**src/hdl/ipv4_header_parse_check_assert.svh**
```systemverilog
// Assertion macros for the IPv4 header parser RTL.
`ifndef IPV4_HEADER_PARSE_CHECK_ASSERT_SVH
`define IPV4_HEADER_PARSE_CHECK_ASSERT_SVH

// Same-cycle implication, sampled on clk, off while arst_n is low.
`define IPHC_ASSERT_NOW(label, ante, cons, msg) \
	label: assert property (@(posedge clk) disable iff (!arst_n) (ante) |-> (cons)) \
		else $error(msg);

// Next-cycle implication, sampled on clk, off while arst_n is low.
`define IPHC_ASSERT_NEXT(label, ante, cons, msg) \
	label: assert property (@(posedge clk) disable iff (!arst_n) (ante) |=> (cons)) \
		else $error(msg);

`endif

```
**src/hdl/iphc_pkg.sv**
```systemverilog
// Types and constants for the IPv4 header parser.
package iphc_pkg;

	localparam int HdrBytes  = 20;
	localparam int CountW    = 6;
	localparam int MaxCount  = 60;
	localparam int SumW      = 20;
	localparam int ChkLoIdx  = 11;
	localparam int ChkHiIdx  = 10;
	localparam int IpVersion = 4;
	localparam int MinWords  = 5;

	// flags/offset word bits
	localparam int DfBit = 14;
	localparam int MfBit = 13;
	localparam logic [15:0] FragMask = 16'h1fff;

	typedef logic [7:0] byte_t;

	typedef enum logic [2:0] {
		ST_OK     = 3'd0,
		ST_TRUNC  = 3'd1,
		ST_BADVER = 3'd2,
		ST_BADLEN = 3'd3,
		ST_BADSUM = 3'd4
	} status_t;

	typedef struct packed {
		status_t      status;
		logic [3:0]   header_words;
		logic [7:0]   service_type;
		logic [15:0]  total_length;
		logic [15:0]  ident;
		logic         dont_fragment;
		logic         more_fragments;
		logic [12:0]  fragment_offset;
		logic [7:0]   time_to_live;
		logic [7:0]   protocol;
		logic [31:0]  source_addr;
		logic [31:0]  dest_addr;
	} result_t;

	// control from the byte stage to the checksum unit
	typedef struct packed {
		logic step;
		logic restart;
		logic add_en;
	} csum_ctl_t;

endpackage

```
**src/hdl/iphc_byte_if.sv**
```systemverilog
// Byte stream channel: one packet byte per transaction.
interface iphc_byte_if;
	logic       valid;
	logic       ready;
	logic [7:0] data_byte;
	logic       start_flag;
	logic       end_flag;

	modport source (output valid, data_byte, start_flag, end_flag, input ready);
	modport sink (input valid, data_byte, start_flag, end_flag, output ready);
endinterface

```
**src/hdl/iphc_result_if.sv**
```systemverilog
// Result channel: parsed header fields and status, one per packet.
interface iphc_result_if;
	logic        valid;
	logic        ready;
	logic [2:0]  status;
	logic [3:0]  header_words;
	logic [7:0]  service_type;
	logic [15:0] total_length;
	logic [15:0] ident;
	logic        dont_fragment;
	logic        more_fragments;
	logic [12:0] fragment_offset;
	logic [7:0]  time_to_live;
	logic [7:0]  protocol;
	logic [31:0] source_addr;
	logic [31:0] dest_addr;

	modport source (output valid, status, header_words, service_type, total_length, ident,
		dont_fragment, more_fragments, fragment_offset, time_to_live, protocol,
		source_addr, dest_addr, input ready);
	modport sink (input valid, status, header_words, service_type, total_length, ident,
		dont_fragment, more_fragments, fragment_offset, time_to_live, protocol,
		source_addr, dest_addr, output ready);
endinterface

```
**src/hdl/iphc_csum.sv**
```systemverilog
// Header checksum accumulator with fold and compare.
module iphc_csum (
	input  logic               clk,
	input  logic               arst_n,
	input  iphc_pkg::csum_ctl_t ctl,
	input  logic [15:0]        word,
	input  logic [15:0]        given,
	output logic               match
);

	logic [iphc_pkg::SumW-1:0] sum_q;
	logic [iphc_pkg::SumW-1:0] sum_base;
	logic [iphc_pkg::SumW-1:0] sum_nx;
	logic [16:0]               fold1;
	logic [16:0]               fold2;

	always_comb begin
		sum_base = ctl.restart ? '0 : sum_q;
		sum_nx   = sum_base + (ctl.add_en ? {{(iphc_pkg::SumW-16){1'b0}}, word} : '0);
		// fold carries twice into the low 16 bits
		fold1 = {1'b0, sum_nx[15:0]} + {{(17-(iphc_pkg::SumW-16)){1'b0}},
			sum_nx[iphc_pkg::SumW-1:16]};
		fold2 = {1'b0, fold1[15:0]} + {16'b0, fold1[16]};
		match = (~fold2[15:0]) == given;
	end

	always_ff @(posedge clk or negedge arst_n) begin
		if (!arst_n) begin
			sum_q <= '0;
		end else if (ctl.step) begin
			sum_q <= sum_nx;
		end
	end

endmodule

```
**src/hdl/ipv4_header_parse_check.sv**
```systemverilog
// IPv4 header parser and checker, one packet byte per transaction.
// Throughput: one byte per cycle unless stalled; the checksum add/fold is combinational.
// A result goes into the output register from the input-stage byte that completes it.
// A full output register stalls input only when the buffered byte produces a result.
// Reset clears the stage valids, parse state, byte counter and checksum sum;
// captured header bytes are not reset.
`include "ipv4_header_parse_check_assert.svh"

module ipv4_header_parse_check (
	input  logic          clk,
	input  logic          arst_n,
	iphc_byte_if.sink     pkt,
	iphc_result_if.source res
);

	localparam logic [iphc_pkg::CountW-1:0] HdrCnt = iphc_pkg::CountW'(iphc_pkg::HdrBytes);
	localparam logic [iphc_pkg::CountW-1:0] MaxCnt = iphc_pkg::CountW'(iphc_pkg::MaxCount);
	localparam logic [iphc_pkg::CountW-1:0] ChkLo  = iphc_pkg::CountW'(iphc_pkg::ChkLoIdx);

	// input stage
	logic                s1_valid;
	iphc_pkg::byte_t     s1_byte;
	logic                s1_start;
	logic                s1_end;

	// parse state
	logic                          active_q;
	logic [iphc_pkg::CountW-1:0]   cnt_q;
	iphc_pkg::byte_t               hdr_q [iphc_pkg::HdrBytes];
	iphc_pkg::byte_t               prev_q;

	// result register
	logic                res_valid_q;
	iphc_pkg::result_t   res_q;

	logic                          active_c;
	logic [iphc_pkg::CountW-1:0]   cnt_c;
	logic [iphc_pkg::CountW-1:0]   cnt_nx;
	logic                          in_hdr;
	iphc_pkg::byte_t               hdr_nx [iphc_pkg::HdrBytes];
	logic [3:0]                    ver;
	logic [3:0]                    words;
	logic [iphc_pkg::CountW-1:0]   need;
	logic                          emit;
	logic                          zero_fields;
	iphc_pkg::status_t             status_c;
	iphc_pkg::result_t             res_c;
	logic                          out_free;
	logic                          s1_go;
	logic                          sum_match;
	iphc_pkg::csum_ctl_t           csum_ctl;
	logic [15:0]                   flags_off;

	always_comb begin
		active_c = s1_start | active_q;
		cnt_c    = s1_start ? '0 : cnt_q;
		in_hdr   = cnt_c < HdrCnt;
		cnt_nx   = (cnt_c < MaxCnt) ? cnt_c + 1'b1 : cnt_c;
		for (int k = 0; k < iphc_pkg::HdrBytes; k++) begin
			hdr_nx[k] = (active_c && in_hdr && cnt_c == iphc_pkg::CountW'(k)) ?
				s1_byte : hdr_q[k];
		end
		ver   = hdr_nx[0][7:4];
		words = hdr_nx[0][3:0];
		need  = {words, 2'b00};
	end

	// sum each odd header byte with its predecessor, skipping the checksum word
	assign csum_ctl.step    = s1_go && active_c;
	assign csum_ctl.restart = s1_start;
	assign csum_ctl.add_en  = active_c && in_hdr && cnt_c[0] && (cnt_c != ChkLo);

	iphc_csum u_csum (
		.clk    (clk),
		.arst_n (arst_n),
		.ctl    (csum_ctl),
		.word   ({prev_q, s1_byte}),
		.given  ({hdr_nx[iphc_pkg::ChkHiIdx], hdr_nx[iphc_pkg::ChkLoIdx]}),
		.match  (sum_match)
	);

	always_comb begin
		emit        = 1'b0;
		zero_fields = 1'b0;
		status_c    = iphc_pkg::ST_OK;
		if (!s1_valid || !active_c) begin
			emit = 1'b0;
		end else if (cnt_nx < HdrCnt) begin
			emit        = s1_end;
			zero_fields = 1'b1;
			status_c    = iphc_pkg::ST_TRUNC;
		end else if (cnt_nx == HdrCnt && ver != 4'(iphc_pkg::IpVersion)) begin
			emit     = 1'b1;
			status_c = iphc_pkg::ST_BADVER;
		end else if (cnt_nx == HdrCnt && words < 4'(iphc_pkg::MinWords)) begin
			emit     = 1'b1;
			status_c = iphc_pkg::ST_BADLEN;
		end else if (cnt_nx >= need) begin
			emit     = 1'b1;
			status_c = sum_match ? iphc_pkg::ST_OK : iphc_pkg::ST_BADSUM;
		end else if (s1_end) begin
			emit     = 1'b1;
			status_c = iphc_pkg::ST_TRUNC;
		end
	end

	always_comb begin
		flags_off = {hdr_nx[6], hdr_nx[7]};
		res_c.status          = status_c;
		res_c.header_words    = hdr_nx[0][3:0];
		res_c.service_type    = hdr_nx[1];
		res_c.total_length    = {hdr_nx[2], hdr_nx[3]};
		res_c.ident           = {hdr_nx[4], hdr_nx[5]};
		res_c.dont_fragment   = flags_off[iphc_pkg::DfBit];
		res_c.more_fragments  = flags_off[iphc_pkg::MfBit];
		res_c.fragment_offset = 13'(flags_off & iphc_pkg::FragMask);
		res_c.time_to_live    = hdr_nx[8];
		res_c.protocol        = hdr_nx[9];
		res_c.source_addr     = {hdr_nx[12], hdr_nx[13], hdr_nx[14], hdr_nx[15]};
		res_c.dest_addr       = {hdr_nx[16], hdr_nx[17], hdr_nx[18], hdr_nx[19]};
		// short packet: report status only
		if (zero_fields) begin
			res_c        = '0;
			res_c.status = iphc_pkg::ST_TRUNC;
		end
	end

	assign out_free  = !res_valid_q || res.ready;
	assign s1_go     = s1_valid && (!emit || out_free);
	assign pkt.ready = !s1_valid || s1_go;

	always_ff @(posedge clk or negedge arst_n) begin
		if (!arst_n) begin
			s1_valid    <= 1'b0;
			active_q    <= 1'b0;
			cnt_q       <= '0;
			res_valid_q <= 1'b0;
		end else begin
			if (pkt.ready) begin
				s1_valid <= pkt.valid;
			end
			if (s1_go && active_c) begin
				active_q <= !emit;
				cnt_q    <= cnt_nx;
			end
			if (s1_go && emit) begin
				res_valid_q <= 1'b1;
			end else if (res.ready) begin
				res_valid_q <= 1'b0;
			end
		end
	end

	always_ff @(posedge clk) begin
		if (pkt.valid && pkt.ready) begin
			s1_byte  <= pkt.data_byte;
			s1_start <= pkt.start_flag;
			s1_end   <= pkt.end_flag;
		end
		if (s1_go) begin
			hdr_q  <= hdr_nx;
			prev_q <= s1_byte;
		end
		if (s1_go && emit) begin
			res_q <= res_c;
		end
	end

	assign res.valid           = res_valid_q;
	assign res.status          = res_q.status;
	assign res.header_words    = res_q.header_words;
	assign res.service_type    = res_q.service_type;
	assign res.total_length    = res_q.total_length;
	assign res.ident           = res_q.ident;
	assign res.dont_fragment   = res_q.dont_fragment;
	assign res.more_fragments  = res_q.more_fragments;
	assign res.fragment_offset = res_q.fragment_offset;
	assign res.time_to_live    = res_q.time_to_live;
	assign res.protocol        = res_q.protocol;
	assign res.source_addr     = res_q.source_addr;
	assign res.dest_addr       = res_q.dest_addr;

	`IPHC_ASSERT_NEXT(a_result_ends_parse, s1_go && emit, !active_q,
		"parse still active after its result")
	`IPHC_ASSERT_NEXT(a_stall_holds_byte, s1_valid && emit && res_valid_q && !res.ready,
		s1_valid, "byte with a pending result dropped during output stall")
	`IPHC_ASSERT_NOW(a_header_sane_past_20, active_q && cnt_q >= HdrCnt,
		hdr_q[0][7:4] == 4'(iphc_pkg::IpVersion) && hdr_q[0][3:0] >= 4'(iphc_pkg::MinWords),
		"parse continued past fixed header with bad version or length")

endmodule
```
**src/flat_wrapper.sv**
```systemverilog
// flat-port wrapper written by rule: the top's interface ports become plain ports
module ipv4_header_parse_check_flat 
  (clk, arst_n, pkt_valid, pkt_data_byte, pkt_start_flag, pkt_end_flag, pkt_ready, res_valid, res_status, res_header_words, res_service_type, res_total_length, res_ident, res_dont_fragment, res_more_fragments, res_fragment_offset, res_time_to_live, res_protocol, res_source_addr, res_dest_addr, res_ready);
  iphc_byte_if pkt_i ();
  iphc_result_if res_i ();
  input  logic clk;
  input  logic arst_n;
  input wire logic [$bits(pkt_i.valid)-1:0] pkt_valid;
  input wire logic [$bits(pkt_i.data_byte)-1:0] pkt_data_byte;
  input wire logic [$bits(pkt_i.start_flag)-1:0] pkt_start_flag;
  input wire logic [$bits(pkt_i.end_flag)-1:0] pkt_end_flag;
  output wire logic [$bits(pkt_i.ready)-1:0] pkt_ready;
  output wire logic [$bits(res_i.valid)-1:0] res_valid;
  output wire logic [$bits(res_i.status)-1:0] res_status;
  output wire logic [$bits(res_i.header_words)-1:0] res_header_words;
  output wire logic [$bits(res_i.service_type)-1:0] res_service_type;
  output wire logic [$bits(res_i.total_length)-1:0] res_total_length;
  output wire logic [$bits(res_i.ident)-1:0] res_ident;
  output wire logic [$bits(res_i.dont_fragment)-1:0] res_dont_fragment;
  output wire logic [$bits(res_i.more_fragments)-1:0] res_more_fragments;
  output wire logic [$bits(res_i.fragment_offset)-1:0] res_fragment_offset;
  output wire logic [$bits(res_i.time_to_live)-1:0] res_time_to_live;
  output wire logic [$bits(res_i.protocol)-1:0] res_protocol;
  output wire logic [$bits(res_i.source_addr)-1:0] res_source_addr;
  output wire logic [$bits(res_i.dest_addr)-1:0] res_dest_addr;
  input wire logic [$bits(res_i.ready)-1:0] res_ready;
  assign pkt_i.valid = pkt_valid;
  assign pkt_i.data_byte = pkt_data_byte;
  assign pkt_i.start_flag = pkt_start_flag;
  assign pkt_i.end_flag = pkt_end_flag;
  assign pkt_ready = pkt_i.ready;
  assign res_valid = res_i.valid;
  assign res_status = res_i.status;
  assign res_header_words = res_i.header_words;
  assign res_service_type = res_i.service_type;
  assign res_total_length = res_i.total_length;
  assign res_ident = res_i.ident;
  assign res_dont_fragment = res_i.dont_fragment;
  assign res_more_fragments = res_i.more_fragments;
  assign res_fragment_offset = res_i.fragment_offset;
  assign res_time_to_live = res_i.time_to_live;
  assign res_protocol = res_i.protocol;
  assign res_source_addr = res_i.source_addr;
  assign res_dest_addr = res_i.dest_addr;
  assign res_i.ready = res_ready;
  ipv4_header_parse_check u_core (.clk(clk), .arst_n(arst_n), .pkt(pkt_i), .res(res_i));
endmodule
```
**config.mk**
```make
export PLATFORM = sky130hd
export DESIGN_NAME = ipv4_header_parse_check_flat
export DESIGN_NICKNAME = d
export VERILOG_FILES = /design/src/hdl/iphc_pkg.sv /design/src/hdl/iphc_byte_if.sv /design/src/hdl/iphc_result_if.sv /design/src/hdl/iphc_csum.sv /design/src/hdl/ipv4_header_parse_check.sv /design/src/flat_wrapper.sv
export VERILOG_INCLUDE_DIRS = /design/src /design/src/hdl
export SDC_FILE = /design/constraint.sdc
export NUM_CORES = 1
export LEC_CHECK = 0
export ABC_AREA = 1
export ABC_CLOCK_PERIOD_IN_PS = 13700
export BUFFER_PORTS_ARGS = -buffer_cell sky130_fd_sc_hd__buf_2
export CORE_MARGIN = 3
export CORE_UTILIZATION = 55
export CTS_CLUSTER_SIZE = 14
export DETAILED_ROUTE_END_ITERATION = 6
export GPL_TIMING_DRIVEN = 0
export PLACE_DENSITY = 0.83
export SETUP_SLACK_MARGIN = 0.02
export SYNTH_ARGS = -nofsm -noshare
export SYNTH_HDL_FRONTEND = slang
export SYNTH_SLANG_ARGS = --single-unit
```
**constraint.sdc**
```tcl
create_clock -name clk -period 13.7 [get_ports clk]
set_input_delay 4.11 -clock clk [delete_from_list [all_inputs] [get_ports clk]]
set_output_delay 4.11 -clock clk [all_outputs]
set_load 0.05 [all_outputs]
```
==> flow_summary.json <==
{
  "grt_pass1_wl_um": 63400,
  "hold_path.startpoint": "u_core.u_csum.sum_q[10]$_DFFE_PN0P_",
  "p_int_mw": 1.96,
  "clock_skew_ns": 0.0105,
  "cellLeakagePower_nw": 9.18,
  "wl_per_cell_um": 16.3,
  "dp_hpwl_um": 27200,
  "outcome": "finished, final reports clean",
  "power.total_mw": 2.74,
  "finalNetCount": 2009,
  "hold_viol": 0,
  "syn_avg_cell_area_sq_um": 9.37,
  "clk_pin_slew_ns": 0.06,
  "synth-seq-cells": 348,
  "timing.critical_path.to_type": "primary output",
  "vias": 12700,
  "fmax_mhz": 112,
  "pwr-share-clk": 0.353,
  "antenna_found_initial": 0,
  "grt_max_degree": 107,
  "p_comb_frac": 0.173,
  "startpoint": "res_ready",
  "setup_viol": 0,
  "cts_resized": 0,
  "dp.cells": 2309,
  "rrSetupSlack_ns": 5.13,
  "clkSinkCount": 348,
  "fin_crit_sh": 0.650,
  "ys.warnings.count": 0,
  "drt-met1-wl_um": 15200,
  "die_y_um": 179,
  "timing.max_slew.rel_slack": 0.365,
  "ys_types": 37,
  "rows": 62,
  "power_switching_uw": 781,
  "drv_slew": 0,
  "routed-wl-met2_um": 19100,
  "syn_inst": 1766,
  "synth_nets": 1812,
  "timing.rr.start": "u_core.s1_start$_DFFE_PP_",
  "fillers": 2268,
  "tightest_slew_ns": 0.945,
  "area_delta_synth_final_pct": 15.0,
  "drc": 0,
  "synth_seq_area_share": 0.623,
  "fin_hold_ws_ns": 0.490,
  "drtIter0Drc": 1451,
  "dr_wl_met3_um": 3320,
  "cts-root-buf": "clkbuf_16",
  "cts_tree": "built",
  "first_global_vias": 12300,
  "cts_hold_buf": 0,
  "cts_buffers": 36,
  "h-tree-depth": 2,
  "powerDensity_nw_per_um2": 144,
  "insertion_delay_ns": 0.52,
  "antenna_cells": 0,
  "gr-usage-all-layers": 0.240,
  "globalplace.congestion": 0.918,
  "period_minus_slack_ns": 8.90,
  "required_ns": 9.59,
  "netlist_area_sq_um": 16500,
  "ios": 158,
  "grt_setup_unrepaired": "false",
  "ant_nets": 0,
  "cp_data_arrival_time_ns": 4.79,
  "dr.max_layer_used": "met4",
  "coreArea_sq_um": 29200,
  "instances_no_fill": 2373,
  "max_cap_viol_count": 0,
  "hold_path_class": "flop to flop",
  "swShare": 0.285,
  "critPathKind": "primary input to primary output",
  "drive_above_1_share": 0.119,
  "ir_drop_mv": 0.0979,
  "start_util": 0.567,
  "clk_path_buf_depth": 3,
  "firstDrtPassIters": 6,
  "cts_setup_buffers": 0,
  "die_w_um": 179,
  "vias_per_cell": 5.37,
  "routed_wl_um": 38800,
  "seqPwrFrac": 0.474,
  "overflow": 0,
  "crit_path_start_kind": "primary input",
  "die_area_sq_um": 32200,
  "crit_fanout": 4,
  "io_buffers": 157
}
## layout by cell type (no fill, tap or decap), types with 5 or more instances in the layout
cell,n
dfrtp_1,29
nor2_1,106
clkbuf_1,49
nand2_1,575
nand4_1,14
ha_1,30
nor3_1,5
edfxtp_1,319
buf_2,163
o21ai_0,149
xor2_1,10
clkinv_1,10
clkbuf_16,36
inv_1,299
o21ai_1,30
a21oi_1,18
nand3_1,91
## routing by layer
layer / global-route usage / up-vias
li1: - / 6114
met1: 0.319 / 5940
met2: 0.408 / 582
met3: 0.0386 / 102
met4: 0.0780 / 0
met5: 0 / -
## flip-flops by register name, summed over array words and instances (netlist names), 8 cells and up
register	count
u_core.s1_byte	8
u_core.res.ident	16
u_core.res.fragment_offset	13
u_core.res.source_addr	32
u_core.u_csum.sum_q	20
u_core.res.dest_addr	32
u_core.prev_q	8
u_core.res.protocol	8
u_core.hdr_q	159
u_core.res.total_length	16
u_core.res.service_type	8
u_core.res.time_to_live	8
## layout make-up
class	instances	area (sq um)	share of cell area
Buffer	52	218	0.0114
Clock buffer	42	923	0.0485
Clock inverter	22	230	0.0121
Inverter	303	1150	0.0604
Multi-Input combinational cell	1063	4890	0.257
Sequential cell	348	10300	0.541
Tap cell	384	480	0.0252
Timing Repair Buffer	159	841	0.0442
## worst paths after layout
path,cells past startpoint,to
min in group asynchronous,1,u_core.u_csum.sum_q[14]$_DFFE_PN0P_
max in group asynchronous,1,u_core.u_csum.sum_q[2]$_DFFE_PN0P_
setup reg to reg,49,u_core.res.status[2]$_SDFFCE_PP0P_
setup / recovery,4,pkt_ready
hold / removal,2,u_core.u_csum.sum_q[10]$_DFFE_PN0P_
hold reg to reg,2,u_core.u_csum.sum_q[10]$_DFFE_PN0P_
## power by group through the flow
stage               sequential, mW  clock [mW]  combinational (mW)
detailed placement            1.32           0               0.467
global placement              1.32           0               0.445
global route                  1.30        1.02               0.534
CTS                           1.30       0.977               0.472
finish                        1.30       0.965               0.475
floorplan                     1.38           0               0.286
## per-stage QoR
| stage | util | TNS, ns | area [sq um] | worst slack, ns |
|---|---|---|---|---|
| finish | 0.653 | 0 | 19000 | 4.80 |
| CTS | 0.653 | 0 | 19000 | 4.79 |
| floorplan | - | 0 | 16500 | 2.40 |
| detailed placement | 0.613 | 0 | 17900 | 4.80 |
| global placement | 0.611 | -17.71 | 17800 | -0.150 |
| global route | 0.653 | 0 | 19000 | 4.19 |
## critical path, stage by stage
cell	delay [ns]
buf_2	0.10
nor2_1	0.22
nand2_4	0.13
buf_2	0.23
## synthesized netlist by cell type (all sizes together)
cell type  instances  share of area
nand3b             5         0.0030
a221oi             1        0.00053
nand3             92          0.028
a211oi             1        0.00045
nor3               5         0.0015
o21ai            179          0.054
and2               2        0.00091
o31ai              1        0.00076
nand4             14         0.0053
xor2              10         0.0053
nand2            582           0.13
a31oi              2        0.00076
or2                4         0.0015
fa                 2         0.0024
buf                9         0.0034
o21bai             3         0.0014
o21a               1        0.00045
dfrtp             29          0.044
nor2             109          0.026
inv              303          0.069
ha                30          0.023
a21oi             18         0.0054
clkbuf            43         0.0098
xnor2              2         0.0011
edfxtp           319           0.58
## kinds of logic after synthesis
kind of cell / Yosys count / share of synthesized area
and+or+nand+nor: 813 / 0.200
buffers and inverters: 355 / 0.0819
DFF: 348 / 0.623
AOI/OAI and AO/OA: 206 / 0.0639
adders and majority gates: 32 / 0.0251
xor gates and xnor gates: 12 / 0.00635
No activity file was read; power rests on OpenSTA's default activity.
